**src/sv/aup_pkg.sv**
```systemverilog
// Shared types and constants for the ASCII unsigned integer parser.
`timescale 1ns / 1ps

package aup_pkg;

  // Default saturation limit for the stop offset.
  localparam int unsigned MaxLenDefault = 32'd65535;
  // Default depth of the queue between the classifier and the back end.
  localparam int unsigned QueueDepthDefault = 2;

  localparam logic [5:0] RadixMax = 6'd36;
  localparam logic [5:0] HexBase  = 6'd16;
  localparam logic [5:0] DecBase  = 6'd10;
  localparam logic [5:0] AutoBase = 6'd0;
  localparam logic [5:0] NotDigit = 6'h3F;

  localparam logic [7:0] CharTab    = 8'h09;
  localparam logic [7:0] CharCr     = 8'h0D;
  localparam logic [7:0] CharSpace  = 8'h20;
  localparam logic [7:0] CharPlus   = 8'h2B;
  localparam logic [7:0] CharMinus  = 8'h2D;
  localparam logic [7:0] CharZero   = 8'h30;
  localparam logic [7:0] CharNine   = 8'h39;
  localparam logic [7:0] CharUpperA = 8'h41;
  localparam logic [7:0] CharUpperZ = 8'h5A;
  localparam logic [7:0] CharLowerA = 8'h61;
  localparam logic [7:0] CharLowerX = 8'h78;
  localparam logic [7:0] CharLowerZ = 8'h7A;

  typedef struct packed {
    logic [7:0] char_code;
    logic       string_start;
  } in_item_t;

  typedef struct packed {
    logic [31:0] parsed_value;
    logic [15:0] stop_offset;
  } out_item_t;

  // One classified character as handed from the front end to the back end.
  typedef struct packed {
    logic       start;
    logic       is_ws;
    logic       is_sign;
    logic       is_zero;
    logic       is_x;
    logic [5:0] digit;
    logic [5:0] base;
  } class_t;

  typedef enum logic [2:0] {
    PhIdle,
    PhLead,
    PhSigned,
    PhZero,
    PhDigits
  } phase_e;

endpackage

```
**src/sv/aup_front.sv**
```systemverilog
// Front end: radix register and per-character classification.
`timescale 1ns / 1ps

module aup_front import aup_pkg::*; (
  input  logic     clk_i,
  input  logic     rst_ni,
  input  logic     cfg_we_i,
  input  logic [5:0] cfg_data_i,
  input  logic     in_valid_i,
  input  in_item_t in_item_i,
  input  logic     full_i,
  output logic     in_stall_o,
  output logic     push_o,
  output class_t   rec_o
);

  logic [5:0] radix_q, radix_d;
  logic [7:0] c;
  logic [7:0] dig_wide;

  assign radix_d = cfg_we_i ? cfg_data_i : radix_q;

  always_ff @(posedge clk_i or negedge rst_ni) begin
    if (!rst_ni) begin
      radix_q <= AutoBase;
    end else begin
      radix_q <= radix_d;
    end
  end

  assign c = in_item_i.char_code;

  always_comb begin
    dig_wide = {2'b00, NotDigit};
    if (c >= CharZero && c <= CharNine) begin
      dig_wide = c - CharZero;
    end else if (c >= CharLowerA && c <= CharLowerZ) begin
      dig_wide = c - CharLowerA + 8'(DecBase);
    end else if (c >= CharUpperA && c <= CharUpperZ) begin
      dig_wide = c - CharUpperA + 8'(DecBase);
    end
  end

  always_comb begin
    rec_o.start   = in_item_i.string_start;
    rec_o.is_ws   = (c == CharSpace) || (c >= CharTab && c <= CharCr);
    rec_o.is_sign = (c == CharPlus) || (c == CharMinus);
    rec_o.is_zero = (c == CharZero);
    rec_o.is_x    = (c == CharLowerX);
    rec_o.digit   = dig_wide[5:0];
    // Radices above the letter range behave as the largest one.
    rec_o.base    = (radix_q > RadixMax) ? RadixMax : radix_q;
  end

  assign in_stall_o = full_i;
  assign push_o     = in_valid_i && !full_i;

endmodule

```
**src/sv/aup_queue.sv**
```systemverilog
// Short queue of classified characters between front and back ends.
`timescale 1ns / 1ps

module aup_queue import aup_pkg::*; #(
  parameter int unsigned DEPTH = QueueDepthDefault
) (
  input  logic   clk_i,
  input  logic   rst_ni,
  input  logic   push_i,
  input  class_t push_data_i,
  input  logic   pop_i,
  output class_t pop_data_o,
  output logic   empty_o,
  output logic   full_o
);

  localparam int unsigned PtrW = (DEPTH > 1) ? $clog2(DEPTH) : 1;
  localparam int unsigned CntW = $clog2(DEPTH + 1);

  class_t            mem_q [DEPTH];
  logic [PtrW-1:0]   wr_ptr_q, wr_ptr_d;
  logic [PtrW-1:0]   rd_ptr_q, rd_ptr_d;
  logic [CntW-1:0]   count_q, count_d;

  function automatic logic [PtrW-1:0] ptr_inc(input logic [PtrW-1:0] p);
    ptr_inc = (p == PtrW'(DEPTH - 1)) ? '0 : p + 1'b1;
  endfunction

  assign empty_o    = (count_q == '0);
  assign full_o     = (count_q == CntW'(DEPTH));
  assign pop_data_o = mem_q[rd_ptr_q];

  always_comb begin
    wr_ptr_d = push_i ? ptr_inc(wr_ptr_q) : wr_ptr_q;
    rd_ptr_d = pop_i ? ptr_inc(rd_ptr_q) : rd_ptr_q;
    count_d  = count_q;
    if (push_i && !pop_i) begin
      count_d = count_q + 1'b1;
    end else if (pop_i && !push_i) begin
      count_d = count_q - 1'b1;
    end
  end

  always_ff @(posedge clk_i or negedge rst_ni) begin
    if (!rst_ni) begin
      wr_ptr_q <= '0;
      rd_ptr_q <= '0;
      count_q  <= '0;
    end else begin
      wr_ptr_q <= wr_ptr_d;
      rd_ptr_q <= rd_ptr_d;
      count_q  <= count_d;
    end
  end

  always_ff @(posedge clk_i) begin
    if (push_i) begin
      mem_q[wr_ptr_q] <= push_data_i;
    end
  end

endmodule

```
**src/sv/aup_back.sv**
```systemverilog
// Back end: parse state machine, multiply-add accumulator and result register.
`timescale 1ns / 1ps

module aup_back import aup_pkg::*; #(
  parameter int unsigned MAX_LEN = MaxLenDefault
) (
  input  logic      clk_i,
  input  logic      rst_ni,
  input  logic      empty_i,
  input  class_t    rec_i,
  output logic      pop_o,
  output logic      out_valid_o,
  input  logic      out_stall_i,
  output out_item_t out_item_o
);

  localparam logic [15:0] PosCap = (MAX_LEN < 32'd65535) ? 16'(MAX_LEN) : 16'hFFFF;

  phase_e      phase_q, phase_d;
  logic [31:0] acc_q, acc_d;
  logic [5:0]  base_q, base_d;
  logic [15:0] pos_q, pos_d;
  logic        out_valid_q, out_valid_d;
  out_item_t   out_item_q, out_item_d;

  phase_e      eff_phase;
  logic [31:0] eff_acc;
  logic [5:0]  eff_base;
  logic [15:0] eff_pos;
  logic [15:0] pos_inc;
  logic [5:0]  b_use;
  logic [37:0] prod;
  logic        fire;
  logic        lead_ws, lead_sign, take_zero, take_x, digit_path, digit_ok, emit;
  logic        base_hexable;

  // Fires with a queued item while the result register is free or being taken.
  assign fire  = !empty_i && (!out_valid_q || !out_stall_i);
  assign pop_o = fire;

  // A start flag restarts parsing regardless of where the last string stood.
  always_comb begin
    eff_phase = rec_i.start ? PhLead : phase_q;
    eff_acc   = rec_i.start ? '0 : acc_q;
    eff_base  = rec_i.start ? rec_i.base : base_q;
    eff_pos   = rec_i.start ? '0 : pos_q;
  end

  always_comb begin
    base_hexable = (eff_base == AutoBase) || (eff_base == HexBase);
    lead_ws      = (eff_phase == PhLead) && rec_i.is_ws;
    lead_sign    = (eff_phase == PhLead) && !rec_i.is_ws && rec_i.is_sign;
    take_zero    = (((eff_phase == PhLead) && !rec_i.is_ws && !rec_i.is_sign) ||
                    (eff_phase == PhSigned)) && base_hexable && rec_i.is_zero;
    take_x       = (eff_phase == PhZero) && rec_i.is_x;
    digit_path   = (eff_phase != PhIdle) &&
                   !(lead_ws || lead_sign || take_zero || take_x);
    b_use        = (eff_base == AutoBase) ? DecBase : eff_base;
    digit_ok     = rec_i.digit < b_use;
    emit         = fire && digit_path && !digit_ok;
    pos_inc      = (eff_pos < PosCap) ? eff_pos + 16'd1 : PosCap;
    prod         = eff_acc * b_use;
  end

  // Next phase.
  always_comb begin
    phase_d = phase_q;
    if (fire) begin
      unique case (eff_phase)
        PhIdle:  phase_d = PhIdle;
        PhLead: begin
          if (lead_ws) begin
            phase_d = PhLead;
          end else if (lead_sign) begin
            phase_d = PhSigned;
          end else if (take_zero) begin
            phase_d = PhZero;
          end else begin
            phase_d = digit_ok ? PhDigits : PhIdle;
          end
        end
        PhSigned: begin
          if (take_zero) begin
            phase_d = PhZero;
          end else begin
            phase_d = digit_ok ? PhDigits : PhIdle;
          end
        end
        PhZero: begin
          if (take_x) begin
            phase_d = PhDigits;
          end else begin
            phase_d = digit_ok ? PhDigits : PhIdle;
          end
        end
        PhDigits: phase_d = digit_ok ? PhDigits : PhIdle;
        default:  phase_d = PhIdle;
      endcase
    end
  end

  // Datapath and result register.
  always_comb begin
    acc_d       = acc_q;
    base_d      = base_q;
    pos_d       = pos_q;
    out_item_d  = out_item_q;
    out_valid_d = out_valid_q && out_stall_i;
    if (fire) begin
      acc_d  = eff_acc;
      base_d = eff_base;
      pos_d  = eff_pos;
      if (lead_ws || lead_sign || take_zero) begin
        pos_d = pos_inc;
      end else if (take_x) begin
        pos_d  = pos_inc;
        base_d = HexBase;
      end else if (digit_path) begin
        base_d = b_use;
        if (digit_ok) begin
          acc_d = prod[31:0] + 32'(rec_i.digit);
          pos_d = pos_inc;
        end
      end
      if (emit) begin
        out_valid_d             = 1'b1;
        out_item_d.parsed_value = eff_acc;
        out_item_d.stop_offset  = eff_pos;
      end
    end
  end

  always_ff @(posedge clk_i or negedge rst_ni) begin
    if (!rst_ni) begin
      phase_q     <= PhIdle;
      acc_q       <= '0;
      base_q      <= AutoBase;
      pos_q       <= '0;
      out_valid_q <= 1'b0;
    end else begin
      phase_q     <= phase_d;
      acc_q       <= acc_d;
      base_q      <= base_d;
      pos_q       <= pos_d;
      out_valid_q <= out_valid_d;
    end
  end

  always_ff @(posedge clk_i) begin
    out_item_q <= out_item_d;
  end

  assign out_valid_o = out_valid_q;
  assign out_item_o  = out_item_q;

endmodule

```
**src/sv/ascii_unsigned_integer_parser.sv**
```systemverilog
// Top level of the ASCII unsigned integer parser.
//
//   channel  direction  handshake                payload
//   in       input      in_valid_i / in_stall_o   in_item_i  (char_code, string_start)
//   out      output     out_valid_o / out_stall_i out_item_o (parsed_value, stop_offset)
//   cfg      input      cfg_we_i                  cfg_data_i (radix)
//
// One character is taken per cycle while in_stall_o is low; the back end does one
// 32-by-6 multiply-add per character, which sets the rate. The character that
// stops the number passes through the queue, and its result is then held in the
// back end's output register. Reset clears the radix to auto, empties the queue
// and returns the parser to idle. in_stall_o rises when the queue of classified
// characters is full; the back end holds while a result waits in its output
// register and out_stall_i is high.
`timescale 1ns / 1ps

module ascii_unsigned_integer_parser import aup_pkg::*; #(
  parameter int unsigned MAX_LEN     = MaxLenDefault,
  parameter int unsigned QUEUE_DEPTH = QueueDepthDefault
) (
  input  logic       clk_i,
  input  logic       rst_ni,
  input  logic       cfg_we_i,
  input  logic [5:0] cfg_data_i,
  input  logic       in_valid_i,
  output logic       in_stall_o,
  input  in_item_t   in_item_i,
  output logic       out_valid_o,
  input  logic       out_stall_i,
  output out_item_t  out_item_o
);

  logic   push, pop, q_empty, q_full;
  class_t push_rec, pop_rec;

  aup_front u_front (
    .clk_i      (clk_i),
    .rst_ni     (rst_ni),
    .cfg_we_i   (cfg_we_i),
    .cfg_data_i (cfg_data_i),
    .in_valid_i (in_valid_i),
    .in_item_i  (in_item_i),
    .full_i     (q_full),
    .in_stall_o (in_stall_o),
    .push_o     (push),
    .rec_o      (push_rec)
  );

  aup_queue #(
    .DEPTH (QUEUE_DEPTH)
  ) u_queue (
    .clk_i       (clk_i),
    .rst_ni      (rst_ni),
    .push_i      (push),
    .push_data_i (push_rec),
    .pop_i       (pop),
    .pop_data_o  (pop_rec),
    .empty_o     (q_empty),
    .full_o      (q_full)
  );

  aup_back #(
    .MAX_LEN (MAX_LEN)
  ) u_back (
    .clk_i       (clk_i),
    .rst_ni      (rst_ni),
    .empty_i     (q_empty),
    .rec_i       (pop_rec),
    .pop_o       (pop),
    .out_valid_o (out_valid_o),
    .out_stall_i (out_stall_i),
    .out_item_o  (out_item_o)
  );

endmodule

```
**config.mk**
```make
export PLATFORM = sky130hd
export DESIGN_NAME = ascii_unsigned_integer_parser
export DESIGN_NICKNAME = d
export VERILOG_FILES = /design/src/sv/aup_pkg.sv /design/src/sv/aup_front.sv /design/src/sv/aup_queue.sv /design/src/sv/aup_back.sv /design/src/sv/ascii_unsigned_integer_parser.sv
export SDC_FILE = /design/constraint.sdc
export NUM_CORES = 1
export LEC_CHECK = 0
export ABC_AREA = 0
export BUFFER_PORTS_ARGS = -buffer_cell sky130_fd_sc_hd__buf_2
export CAP_MARGIN = 20
export CORE_ASPECT_RATIO = 0.6
export CORE_MARGIN = 2
export CORE_UTILIZATION = 36
export DETAILED_ROUTE_END_ITERATION = 6
export SYNTH_ARGS = -nofsm -noshare
export SYNTH_HDL_FRONTEND = slang
export SYNTH_SLANG_ARGS = --single-unit
```
**constraint.sdc**
```tcl
create_clock -name clk_i -period 11.96 [get_ports clk_i]
set_clock_uncertainty 0.2 [all_clocks]
set_input_delay 2.392 -clock clk_i [delete_from_list [all_inputs] [get_ports clk_i]]
set_output_delay 2.392 -clock clk_i [all_outputs]
set_load 0.1 [all_outputs]
```
# After elaboration in Yosys (flattened, before gate mapping)
# Memories as Yosys holds them, arrays and structs flattened.
# Cells that the tools add are included.
# word_totals
regBits	116
mem_bits_rw	34
memories	1
elab_cells	123
in_bits	20
out_inout_bits	50
# mem_list
memory	words	word_bits	read_ports	rd_clocked_by_memory_dff	wr	line	source
u_queue.mem_q	2	17	1	0	1	aup_queue.sv:20	class_t mem_q [DEPTH];
# op_classes
eq_ne	11
add_sub_neg	11
order_cmp	11
multipliers	1
n_reduce_logical	42
mux	35
# ops
cell	count
$mux 32	5
$mux 16	6
$mux 6	9
$add 32x6->32	1
$eq 8x6->1 const B	4
$mul 32x6->32	1
$logic_and 1x1->1	19
$mux 3	6
$add 16x1->16 const B	1
$ge 8x7->1 const B	2
$le 8x7->1 const B	2
$lt 16x16->1 const B	1
$add 6x4->6 const B	2
$pmux 3 s4	1
$sub 6x6->6 const B	2
$logic_not 1->1	10
$eq 8x7->1 const B	1
$ge 8x4->1 const B	1
$ge 8x6->1 const B	1
$le 8x4->1 const B	1
$le 8x6->1 const B	1
$logic_or 1x1->1	8
$eq 3x2->1 const B	2
$eq 6x5->1 const B	1
other kinds (16)	23

# Longest topological paths before layout
# Gate-level depths: netlist (run 1).
# An unclocked memory read counts as a cell.
# depth
depth_word	16
ltp_mapped	25
ltp_nobuf	22

# Cells and area by module
# From an unflattened synthesis (run 1), not the netlist that was laid out.
# unflattened
cells_unflattened	1164
hier_area_um2	12311.8
# by_module_without_submodules
mod	area_per_inst_um2	instances	cells_each
aup_back	10088.4	1	1002
aup_queue	1463.9	1	69
aup_front	759.5	1	93

# Worst setup path after synthesis (run 1)
# No wires, ideal clock.
# synth_timing
kind	register -> register
from	mem u_queue.mem_q[1][16] (netlist name)
to	reg u_back.acc_q[31]
n_path_buf	6
arrival_ns	5.948
stages_incl_launch_ff	23
slack_ns	5.682
setup_time_ns	0.130
synth_period_minus_slack_ns	6.278
t_required_ns	11.630
path_cell_list	edfxtp_1 -> buf_4 -> mux2i_2 -> clkbuf_1 -> clkbuf_1 -> clkbuf_1 -> clkbuf_1 -> nand2_1 -> nor2_1 -> fa_1 -> fa_1 -> fa_1 -> ha_1 -> ha_1 -> clkbuf_1 -> nand4_1 -> nor4_1 -> a22oi_1 -> a41oi_1 -> a31oi_1 -> o311ai_1 -> xor2_1 -> o21ai_1
# synth_via
elab_chain_len	15
elab_cells_between_ends	32
cone_classes	1 x add/sub; 1 x mul; 1 x order compare; 4 x eq/ne; 8 x mux; 16 x reduce/logical; 1 x memory
# synth_rtl
element	line	source
start, declared	aup_queue.sv:20	
$mem_v2 2x17 (*)	--	
branches (longest 13 deep; another with $mul 32x6->32)	--	
$mux 32 (*)	aup_back.sv:113	if (lead_ws || lead_sign || take_zero) begin
end signal, assigned	aup_back.sv:136	acc_q <= '0;
end signal, assigned	aup_back.sv:142	acc_q <= acc_d;
end, declared	aup_back.sv:20	logic [31:0] acc_q, acc_d;
# Mark *: on every way between the ends.
# A chain may end at the register's enable or synchronous reset.

# Final worst setup path (run 1)
# layout_timing
from	reg u_queue.rd_ptr_q
to	reg u_back.acc_q[31]
# layout_via
elab_chain_len	15
elab_cells_between_ends	34
cone_classes	1 x add/sub; 1 x mul; 1 x order compare; 4 x eq/ne; 8 x mux; 18 x reduce/logical; 1 x memory
# layout_rtl
element	line	source
start, declared	aup_queue.sv:22	logic [PtrW-1:0] rd_ptr_q, rd_ptr_d;
start signal, assigned	aup_queue.sv:51	rd_ptr_q <= rd_ptr_d;
$mem_v2 2x17 (*)	--	
branches (longest 13 deep; another with $mul 32x6->32)	--	
$mux 32 (*)	aup_back.sv:113	
# Marked as above.

==> results.yml, run 1 <==
timing:
  tightest_slew_ps: 1020
  whs_ps: 298
  period_needed_ps: 8560
  max_freq_ghz: 0.117
  relSlewSlack_pct: 30.8
  rsz0062_at_grt: "false"
  tns_ps: 0
  period_share_pct: 71.6
  setup_viol: 0
  final-max-slew-violation-count: 0
  final_hold_viol_count: 0
synth:
  netlist_instances: 1240
  synth_area_leader_cell: "edfxtp_1"
  synth_most_common_cell: "nand2_1"
  syn_area_mm2: 0.0124
  synth-main-ff-cell: "edfxtp_1"
  synth-edff-count: 82
  yosysSeqAreaShare_pct: 33.4
  synth_nets: 1453
  ys_top_cells_by_count: "115 x nand2_1, 113 x and3_1, 112 x fa_1, 95 x nor2_1, 82 x edfxtp_1"
  synth.area.top_cells: "edfxtp_1 20%, fa_1 18%, dfrtp_1 14%"
  async_flop_share_pct: 45.3
  syn_area_per_cell_um2: 10.0
  synth_cell_types: 66
  yosys.area.top_type_share_pct: 19.8
  ys_warn_count: 0
  ys_ff_latch: 150
clock_tree:
  postCtsHoldBufs: 0
  clk_latency_ps: 450
  postCtsSetupRepairBufs: 0
  cts_root_buffer: "clkbuf_16"
  cts_sinks: 150
  ctsResizeCount: 0
  h-tree-depth: 4
  cts_made_buffers: 17
  cts_buffer_depth: 2
  path_clk_slew_ps: 70
  cts_tree: "built"
power_and_ir_drop:
  total_power_mw: 3.36
  p_leak_nw: 6.86
  power_density_mw_per_mm2: 242
  irDropWorstVdd_uv: 142
placement:
  post-dp-hpwl_mm: 23.9
  port_buffers: 69
  gp_congestion: 0.907
die:
  dieWidth_um: 244
  fp-row-count: 52
  top_level_ports: 70
  die-area_mm2: 0.0361
  start_util_pct: 36.7
  dieHeight_um: 148
  core_area_mm2: 0.0339
worst_setup_path:
  worstSetupStartpointType: "register"
  r2r-start: "u_queue.rd_ptr_q"
  r2r-end: "u_back.acc_q[31]"
  end_kind: "register"
  crit_fanout: 58
  reg2regPathDepth: 20
  crit_required_ps: 12080
  ff2ff_setup_slack_ps: 3400
  path_class: "reg2reg"
  arrival_ps: 8680
outcome:
  status: "finished, final reports clean"
cells_and_area:
  nets: 1487
  drive_gt1_share_pct: 11.0
  antenna-diode-count: 0
  syn_to_final_growth_pct: 11.5
  final_util_pct: 40.9
worst_hold_path:
  hold_path_depth: 1
  worst_hold_startpoint: "u_queue.wr_ptr_q"
  hold_end: "u_queue.wr_ptr_q"
  worstHoldPathType: "reg2reg"
routing:
  avgViaCountPerCell: 5.44
  first_pass_iters: 5
  drt_iter0_markers: 943
  ant_nets: 0
  num_vias: 9506
  remaining_drc_errors: 0
  finalWirelength_mm: 33.2
  wl_per_cell_um: 19.0
grt:
  grt_pass1_vias: 9400
  grt_pass1_wl_mm: 53.7
  grt-ovfl-total: 0
  antenna_found_initial: 0
  grt_usage_pct: 19.3
  grt_max_degree: 72
job:
  max_cap_viol_count: 0
[worst max-delay path: stages (launching register included)]
cell and delay [ps]:
dfrtp_1 1020, mux2i_4 970, buf_4 540, nor2_1 100, a21oi_1 470, a31oi_4 380
buf_4 340, nor2_1 190, fa_1 470, fa_1 480, fa_1 490, ha_1 310
ha_1 390, nand4_1 160, nor4_1 380, nand4_1 160, a41oi_1 440, a31oi_1 280
o311ai_1 360, xor2_1 180, o21ai_1 70
[power by group]
part           total (mW)  switching [mW]  internal, mW
Sequential          0.862           0.125         0.737
Clock               0.576           0.272         0.304
Combinational        1.92            1.47         0.452
[layout make-up]
class / instances / area (um2)
clock buffer: 17 / 425
multi-input combinational: 941 / 7730
clock inverter: 15 / 213
sequential: 150 / 4160
inverter: 81 / 304
timing repair buffer: 83 / 465
fill: 3295 / 20000
tap: 459 / 574
[placed cells by master (no fill, tap or decap), types with 16 or more instances in the layout]
master and instances:
buf_2 68, clkbuf_16 17, o21ai_0 57, inv_1 81, ha_1 81, nand3_1 52
dfrtp_1 68, edfxtp_1 82, fa_1 112, nand2_1 114, and2_1 25, a21oi_1 35
nor2_1 95, and3_1 112, mux2i_1 24, xnor2_1 25, xor2_1 16
[flip-flops by register name, summed over array words and instances, names as in the netlist]
name / cells
u_front.radix_q: 6
u_back.base_q: 6
u_back.phase_q: 3
u_queue.count_q: 2
u_back.out_valid_o: 1
u_back.pos_q: 16
u_queue.rd_ptr_q: 1
u_back.acc_q: 32
u_queue.wr_ptr_q: 1
u_queue.mem_q: 34
u_back.out_item_o: 48
[routing by layer]
metal	wire (um)	track usage, %
met3	2820	5.17
met5	0	0
met1	17000	30.6
met4	369	4.05
met2	13100	25.7
[stage by stage]
stage          instance area, um2  instances  setup slack, ps
2_1_floorplan               12400       1240             5680
3_3_place_gp                13200       1713             3710
3_5_place_dp                13200       1713             3540
4_1_cts                     13900       1745             3500
5_1_grt                     13900       1746             2760
6_report                    13900       1746             3400
[cell families (layout without fill, tap and decap cells)]
| kind of cell | after synthesis | count (layout) | share of synthesized area (%) |
|---|---|---|---|
| AND/OR/NAND/NOR | 468 | 468 | 19.0 |
| AO/OA/AOI/OAI | 200 | 200 | 10.4 |
| adder cells (fa/ha/maj) | 193 | 193 | 26.2 |
| flip-flops | 150 | 150 | 33.4 |
| buffers and inverters | 149 | 196 | 4.71 |
| XOR/XNOR | 42 | 42 | 3.07 |
| multiplexers | 38 | 38 | 3.25 |
[worst max-delay path by stage]
stage	start	endpoint	slack, ps	cells after the start
6_report	u_queue.rd_ptr_q	u_back.acc_q[31]	3400	20
4_1_cts	u_queue.rd_ptr_q	u_back.acc_q[31]	3500	20
5_1_grt	u_queue.rd_ptr_q	u_back.acc_q[31]	2760	20
3_3_place_gp	u_queue.rd_ptr_q	u_back.acc_q[31]	3710	23
2_1_floorplan	u_queue.mem_q[1][16]	u_back.acc_q[31]	5680	22
3_5_place_dp	u_queue.rd_ptr_q	u_back.acc_q[31]	3540	20
(Power assumes the default switching activity.)
==> inputs of run 2 (changes only) <==
==> constraint.sdc (replaced) <==
create_clock -name clk_i -period 7 [get_ports clk_i]
set_clock_uncertainty 0.2 [all_clocks]
set_input_delay 1.4 -clock clk_i [delete_from_list [all_inputs] [get_ports clk_i]]
set_output_delay 1.4 -clock clk_i [all_outputs]
set_load 0.1 [all_outputs]
==> results.yml, run 2 (synthesized netlist as in run 1, its figures left out) <==
worst_setup_path:
  slowest_delay_ps: 550
  crit_fanout: 11
  end_kind: "register"
  slowest_stage: "edfxtp_1"
  critical_path_buf_inv_count: 1
  worstSetupStartpointType: "register"
  crit_top_cell: "fa_1"
  path_class: "reg2reg"
  path_cells: "buf_4 > mux2i_1 > mux2_2 > nor4b_4 > a21boi_4 > nor2_1 > fa_1 > fa_1 > fa_1 > ha_1 > ha_1 > nand3_1 > or2_2 > o221a_2 > a21oi_1 > o211ai_1 > a2111oi_1 > nor3_1 > o31ai_1"
  cp_top_family: "adder cells"
  crit_required_ps: 7150
  arrival_ps: 6720
cells_and_area:
  regArea_mm2: 0.00417
  largest_reg_flops: 48
  instances_no_fill: 1762
  final_util_pct: 41.3
  antenna-diode-count: 0
  nets: 1503
  multi_input_area_mm2: 0.00774
  fill_cells: 3282
  syn_to_final_growth_pct: 12.6
  drive_gt1_share_pct: 12.2
  finalInstanceArea_mm2: 0.0140
  layout_common_cells: "114 x nand2_1, 112 x and3_1, 112 x fa_1, 95 x nor2_1, 82 x edfxtp_1"
  final_common_cell: "nand2_1"
die:
  core_area_mm2: 0.0339
  dieHeight_um: 148
  start_util_pct: 36.7
  die-area_mm2: 0.0361
  fp-row-count: 52
  top_level_ports: 70
  dieWidth_um: 244
routing:
  first_pass_iters: 5
  drt_iter0_markers: 968
  finalWirelength_mm: 33.1
  remaining_drc_errors: 0
  num_vias: 9510
  wl_per_cell_um: 18.8
  ant_nets: 0
  avgViaCountPerCell: 5.40
timing:
  whs_ps: 298
  final-max-slew-violation-count: 0
  max_freq_ghz: 0.152
  period_needed_ps: 6570
  relSlewSlack_pct: 37.4
  period_share_pct: 93.8
  final_hold_viol_count: 0
  tightest_slew_ps: 931
  setup_viol: 0
  tns_ps: 0
  rsz0062_at_grt: "false"
power_and_ir_drop:
  swShare_pct: 54.9
  irDropWorstVdd_uv: 272
  comb_power_share_pct: 58.3
  internal_power_mw: 2.65
  p_leak_nw: 6.95
  pwr-share-clk_pct: 17.2
  power_density_mw_per_mm2: 419
  switchingPower_mw: 3.22
  power_frac_seq_pct: 24.5
clock_tree:
  cts_tree: "built"
  cts_root_buffer: "clkbuf_16"
  cts_made_buffers: 17
  cts_buffer_depth: 2
  cts_sinks: 150
  path_clk_slew_ps: 70
  h-tree-depth: 4
  clk_latency_ps: 450
outcome:
  status: "finished, final reports clean"
placement:
  port_buffers: 69
  dp.cells: 1721
  gp_congestion: 0.899
  post-dp-hpwl_mm: 23.9
  placed_area_mm2: 0.0133
grt:
  grt-ovfl-total: 0
  grt_pass1_vias: 9448
  grt_usage_pct: 19.2
  antenna_found_initial: 0
  grt_pass1_wl_mm: 54.1
  grt_max_degree: 123
worst_hold_path:
  worstHoldPathType: "reg2reg"
job:
  max_cap_viol_count: 0
==> run 2: cell count changes in the layout (fill, tap and decap cells not counted), moves of 3 or more <==
cell      change
inv_6         +3
inv_8         +3
clkinv_8      -5
clkinv_4      -3
buf_4        +15
==> run 2: stage by stage <==
| stage | total power [mW] | setup slack [ps] |
|---|---|---|
| 3_3_place_gp | 4.79 | 329 |
| 2_1_floorplan | 3.92 | 722 |
| 3_5_place_dp | 4.81 | 146 |
| 4_1_cts | 5.85 | 98.8 |
| 5_1_grt | 6.24 | 60.7 |
| 6_report | 5.87 | 433 |
==> run 2: power by group through the flow <==
stage | clock network, mW | registers (mW) | logic [mW]
detailed placement | 0 | 1.46 | 3.36
CTS | 1.03 | 1.44 | 3.37
floorplan | 0 | 2.29 | 1.63
finish | 1.01 | 1.44 | 3.42
global route | 1.06 | 1.47 | 3.70
global placement | 0 | 1.46 | 3.33
==> run 2: cell type report <==
cell class / count / share of cell area [%]
multi-input cells: 941 / 55.3
flip-flops and latches: 150 / 29.7
repair buffers: 99 / 4.27
well taps: 459 / 4.10
clock buffers: 17 / 3.04
inverters: 81 / 2.17
clock inverters: 15 / 1.45
==> run 2: worst reg2reg max path: stages, from the launching register on <==
cell and delay, ps:
edfxtp_1 550, buf_4 210, mux2i_1 100, mux2_2 300, nor4b_4 170, a21boi_4 470, nor2_1 150, fa_1 490
fa_1 540, fa_1 500, ha_1 320, ha_1 380, nand3_1 220, or2_2 380, o221a_2 250, a21oi_1 280
o211ai_1 160, a2111oi_1 450, nor3_1 110, o31ai_1 230
==> run 2: metal layers <==
layer / track usage [%] / up-vias / wire, um
li1: - / 4438 / -
met1: 31.2 / 4751 / 17600
met2: 25.4 / 299 / 13000
met3: 3.89 / 22 / 2110
met4: 4.42 / 0 / 420
met5: 0 / - / 0
==> run 2: path summary, 6_finish.rpt <==
path,startpoint,endpoint,slack [ps],depth (start not counted)
worst max-delay path,u_queue.mem_q[0][16],u_back.acc_q[22],430,19
worst min-delay path,u_queue.wr_ptr_q,u_queue.wr_ptr_q,300,1
worst max register to register,u_queue.mem_q[0][16],u_back.acc_q[22],430,19
worst min register to register,u_queue.wr_ptr_q,u_queue.wr_ptr_q,300,1
max in group asynchronous,rst_ni,u_queue.rd_ptr_q,4890,2
min in group asynchronous,rst_ni,u_back.pos_q[8],630,1
==> run 2: repair_timing <==
action	4_1_cts	5_1_grt
buffers inserted	0	9
hold buffers	0	0
endpoints found under the setup margin	0	7
resized for setup	0	4
==> inputs of run 3 (changes only) <==
--- a/config.mk
+++ b/config.mk
@@ -8,10 +8,14 @@
 export ABC_AREA = 0
 export BUFFER_PORTS_ARGS = -buffer_cell sky130_fd_sc_hd__buf_2
 export CAP_MARGIN = 20
+export CELL_PAD_IN_SITES_DETAIL_PLACEMENT = 2
+export CELL_PAD_IN_SITES_GLOBAL_PLACEMENT = 2
 export CORE_ASPECT_RATIO = 0.6
 export CORE_MARGIN = 2
 export CORE_UTILIZATION = 36
 export DETAILED_ROUTE_END_ITERATION = 6
+export PLACE_DENSITY_LB_ADDON = 0.1
+export SLEW_MARGIN = 5
 export SYNTH_ARGS = -nofsm -noshare
 export SYNTH_HDL_FRONTEND = slang
 export SYNTH_SLANG_ARGS = --single-unit
==> constraint.sdc (replaced) <==
create_clock -name clk_i -period 7 [get_ports clk_i]
set_clock_uncertainty 0.2 [all_clocks]
set_input_delay 1.4 -clock clk_i [delete_from_list [all_inputs] [get_ports clk_i]]
set_output_delay 1.4 -clock clk_i [all_outputs]
set_load 0.05 [all_outputs]
==> results.yml, run 3 (synthesized netlist as in run 1, its figures left out) <==
die:
  dieWidth_um: 244
  dieHeight_um: 148
  fp-row-count: 52
  top_level_ports: 70
  start_util_pct: 36.7
  core_area_mm2: 0.0339
  die-area_mm2: 0.0361
routing:
  first_pass_iters: 5
  finalWirelength_mm: 40.5
  drt_iter0_markers: 565
  ant_nets: 0
  num_vias: 9644
  wl_per_cell_um: 23.0
  remaining_drc_errors: 0
  avgViaCountPerCell: 5.48
cells_and_area:
  layout_common_cells: "115 x nand2_1, 112 x and3_1, 112 x fa_1, 95 x nor2_1, 82 x edfxtp_1"
  antenna-diode-count: 0
  syn_to_final_growth_pct: 11.9
  instances_no_fill: 1761
  largest_reg_flops: 48
  nets: 1502
  drive_gt1_share_pct: 11.8
  final_common_cell: "nand2_1"
clock_tree:
  path_clk_slew_ps: 60
  h-tree-depth: 4
  postCtsHoldBufs: 0
  cts_made_buffers: 17
  clk_latency_ps: 460
  cts_buffer_depth: 2
  cts_tree: "built"
  cts_sinks: 150
  cts_root_buffer: "clkbuf_16"
grt:
  grt-ovfl-total: 0
  grt_max_degree: 81
  grt_usage_pct: 23.5
  antenna_found_initial: 0
  grt_pass1_wl_mm: 64.0
  grt_pass1_vias: 10500
timing:
  setup_viol: 0
  period_share_pct: 94.4
  tightest_slew_ps: 970
  whs_ps: 306
  rsz0062_at_grt: "false"
  max_freq_ghz: 0.151
  period_needed_ps: 6610
  final-max-slew-violation-count: 0
  relSlewSlack_pct: 34.9
  tns_ps: 0
  final_hold_viol_count: 0
worst_setup_path:
  r2r-end: "u_back.acc_q[22]"
  end_kind: "register"
  path_class: "reg2reg"
  arrival_ps: 6760
  reg2regPathDepth: 19
  r2r-start: "u_queue.mem_q[0][16]"
  crit_fanout: 20
  worstSetupStartpointType: "register"
  ff2ff_setup_slack_ps: 390
  crit_required_ps: 7160
job:
  max_cap_viol_count: 0
worst_hold_path:
  worst_hold_startpoint: "u_front.radix_q[1]"
  worstHoldPathType: "reg2reg"
  hold_path_depth: 1
  hold_end: "u_front.radix_q[1]"
placement:
  post-dp-hpwl_mm: 29.9
  gp_congestion: 0.803
  port_buffers: 69
  dp.cells: 1724
power_and_ir_drop:
  p_leak_nw: 6.90
  irDropWorstVdd_uv: 198
  power_density_mw_per_mm2: 394
outcome:
  status: "finished, final reports clean"
-- run 3: worst max-delay path by stage --
| stage | startpoint | end | depth (start not counted) |
|---|---|---|---|
| after floorplan | u_queue.mem_q[1][16] | u_back.acc_q[31] | 22 |
| after global placement | u_queue.mem_q[1][16] | u_back.acc_q[22] | 19 |
| after detailed placement | u_queue.mem_q[0][16] | u_back.acc_q[22] | 19 |
| after CTS | u_queue.mem_q[0][16] | u_back.acc_q[22] | 19 |
| after global routing | u_queue.mem_q[1][16] | u_back.acc_q[22] | 19 |
| final | u_queue.mem_q[0][16] | u_back.acc_q[22] | 19 |
-- run 3: power breakdown --
group          internal [mW]  switching, mW  leakage (nW)
logic                  0.871           2.26          4.95
registers               1.26          0.176          1.68
clock network          0.493          0.430         0.272
total                   2.62           2.87          6.90
-- run 3: critical path: stages (launching register included) --
cell       delay, ps
edfxtp_1         490
mux2i_1          290
mux2i_1          180
nor4b_4          410
a21boi_2         150
buf_12           180
nor2_1           160
fa_1             480
fa_1             520
fa_1             510
ha_1             310
ha_1             380
nand3_1          240
or2_2            390
o221a_2          250
a21oi_1          300
o211ai_1         180
a2111oi_1        500
nor3_1           130
o31ai_1          240
-- run 3: cell type report --
type / instances / area, um2
clock inverter: 13 / 123
timing repair buffer: 98 / 603
inverter: 81 / 304
multi-input combinational: 941 / 7730
clock buffer: 19 / 433
sequential: 150 / 4160
fill: 3624 / 20000
tap: 459 / 574
-- run 3: routing by layer --
layer | track usage, % | vias to the layer above | wire length, um
met5 | 0 | - | 0
li1 | - | 4428 | -
met1 | 38.1 | 5052 | 22500
met3 | 3.41 | 24 | 1390
met4 | 5.46 | 0 | 422
met2 | 32.1 | 140 | 16200
-- run 3: through the flow --
stage          instance area (um2)  util [%]  setup slack [ps]  total power, mW
3_5_place_dp                 13300      39.3               282             4.53
4_1_cts                      13900      40.9              69.2             5.50
5_1_grt                      13900      41.1              44.0             5.85
6_report                     13900      41.1               392             5.49
2_1_floorplan                12400         -               722             3.45
3_3_place_gp                 13300      39.3               572             4.45
-- run 3: timing repair --
action                     CTS  global route
setup endpoints to repair    0             2
gates resized for setup      0             1
setup buffers                0             4
hold endpoints to repair     0             0
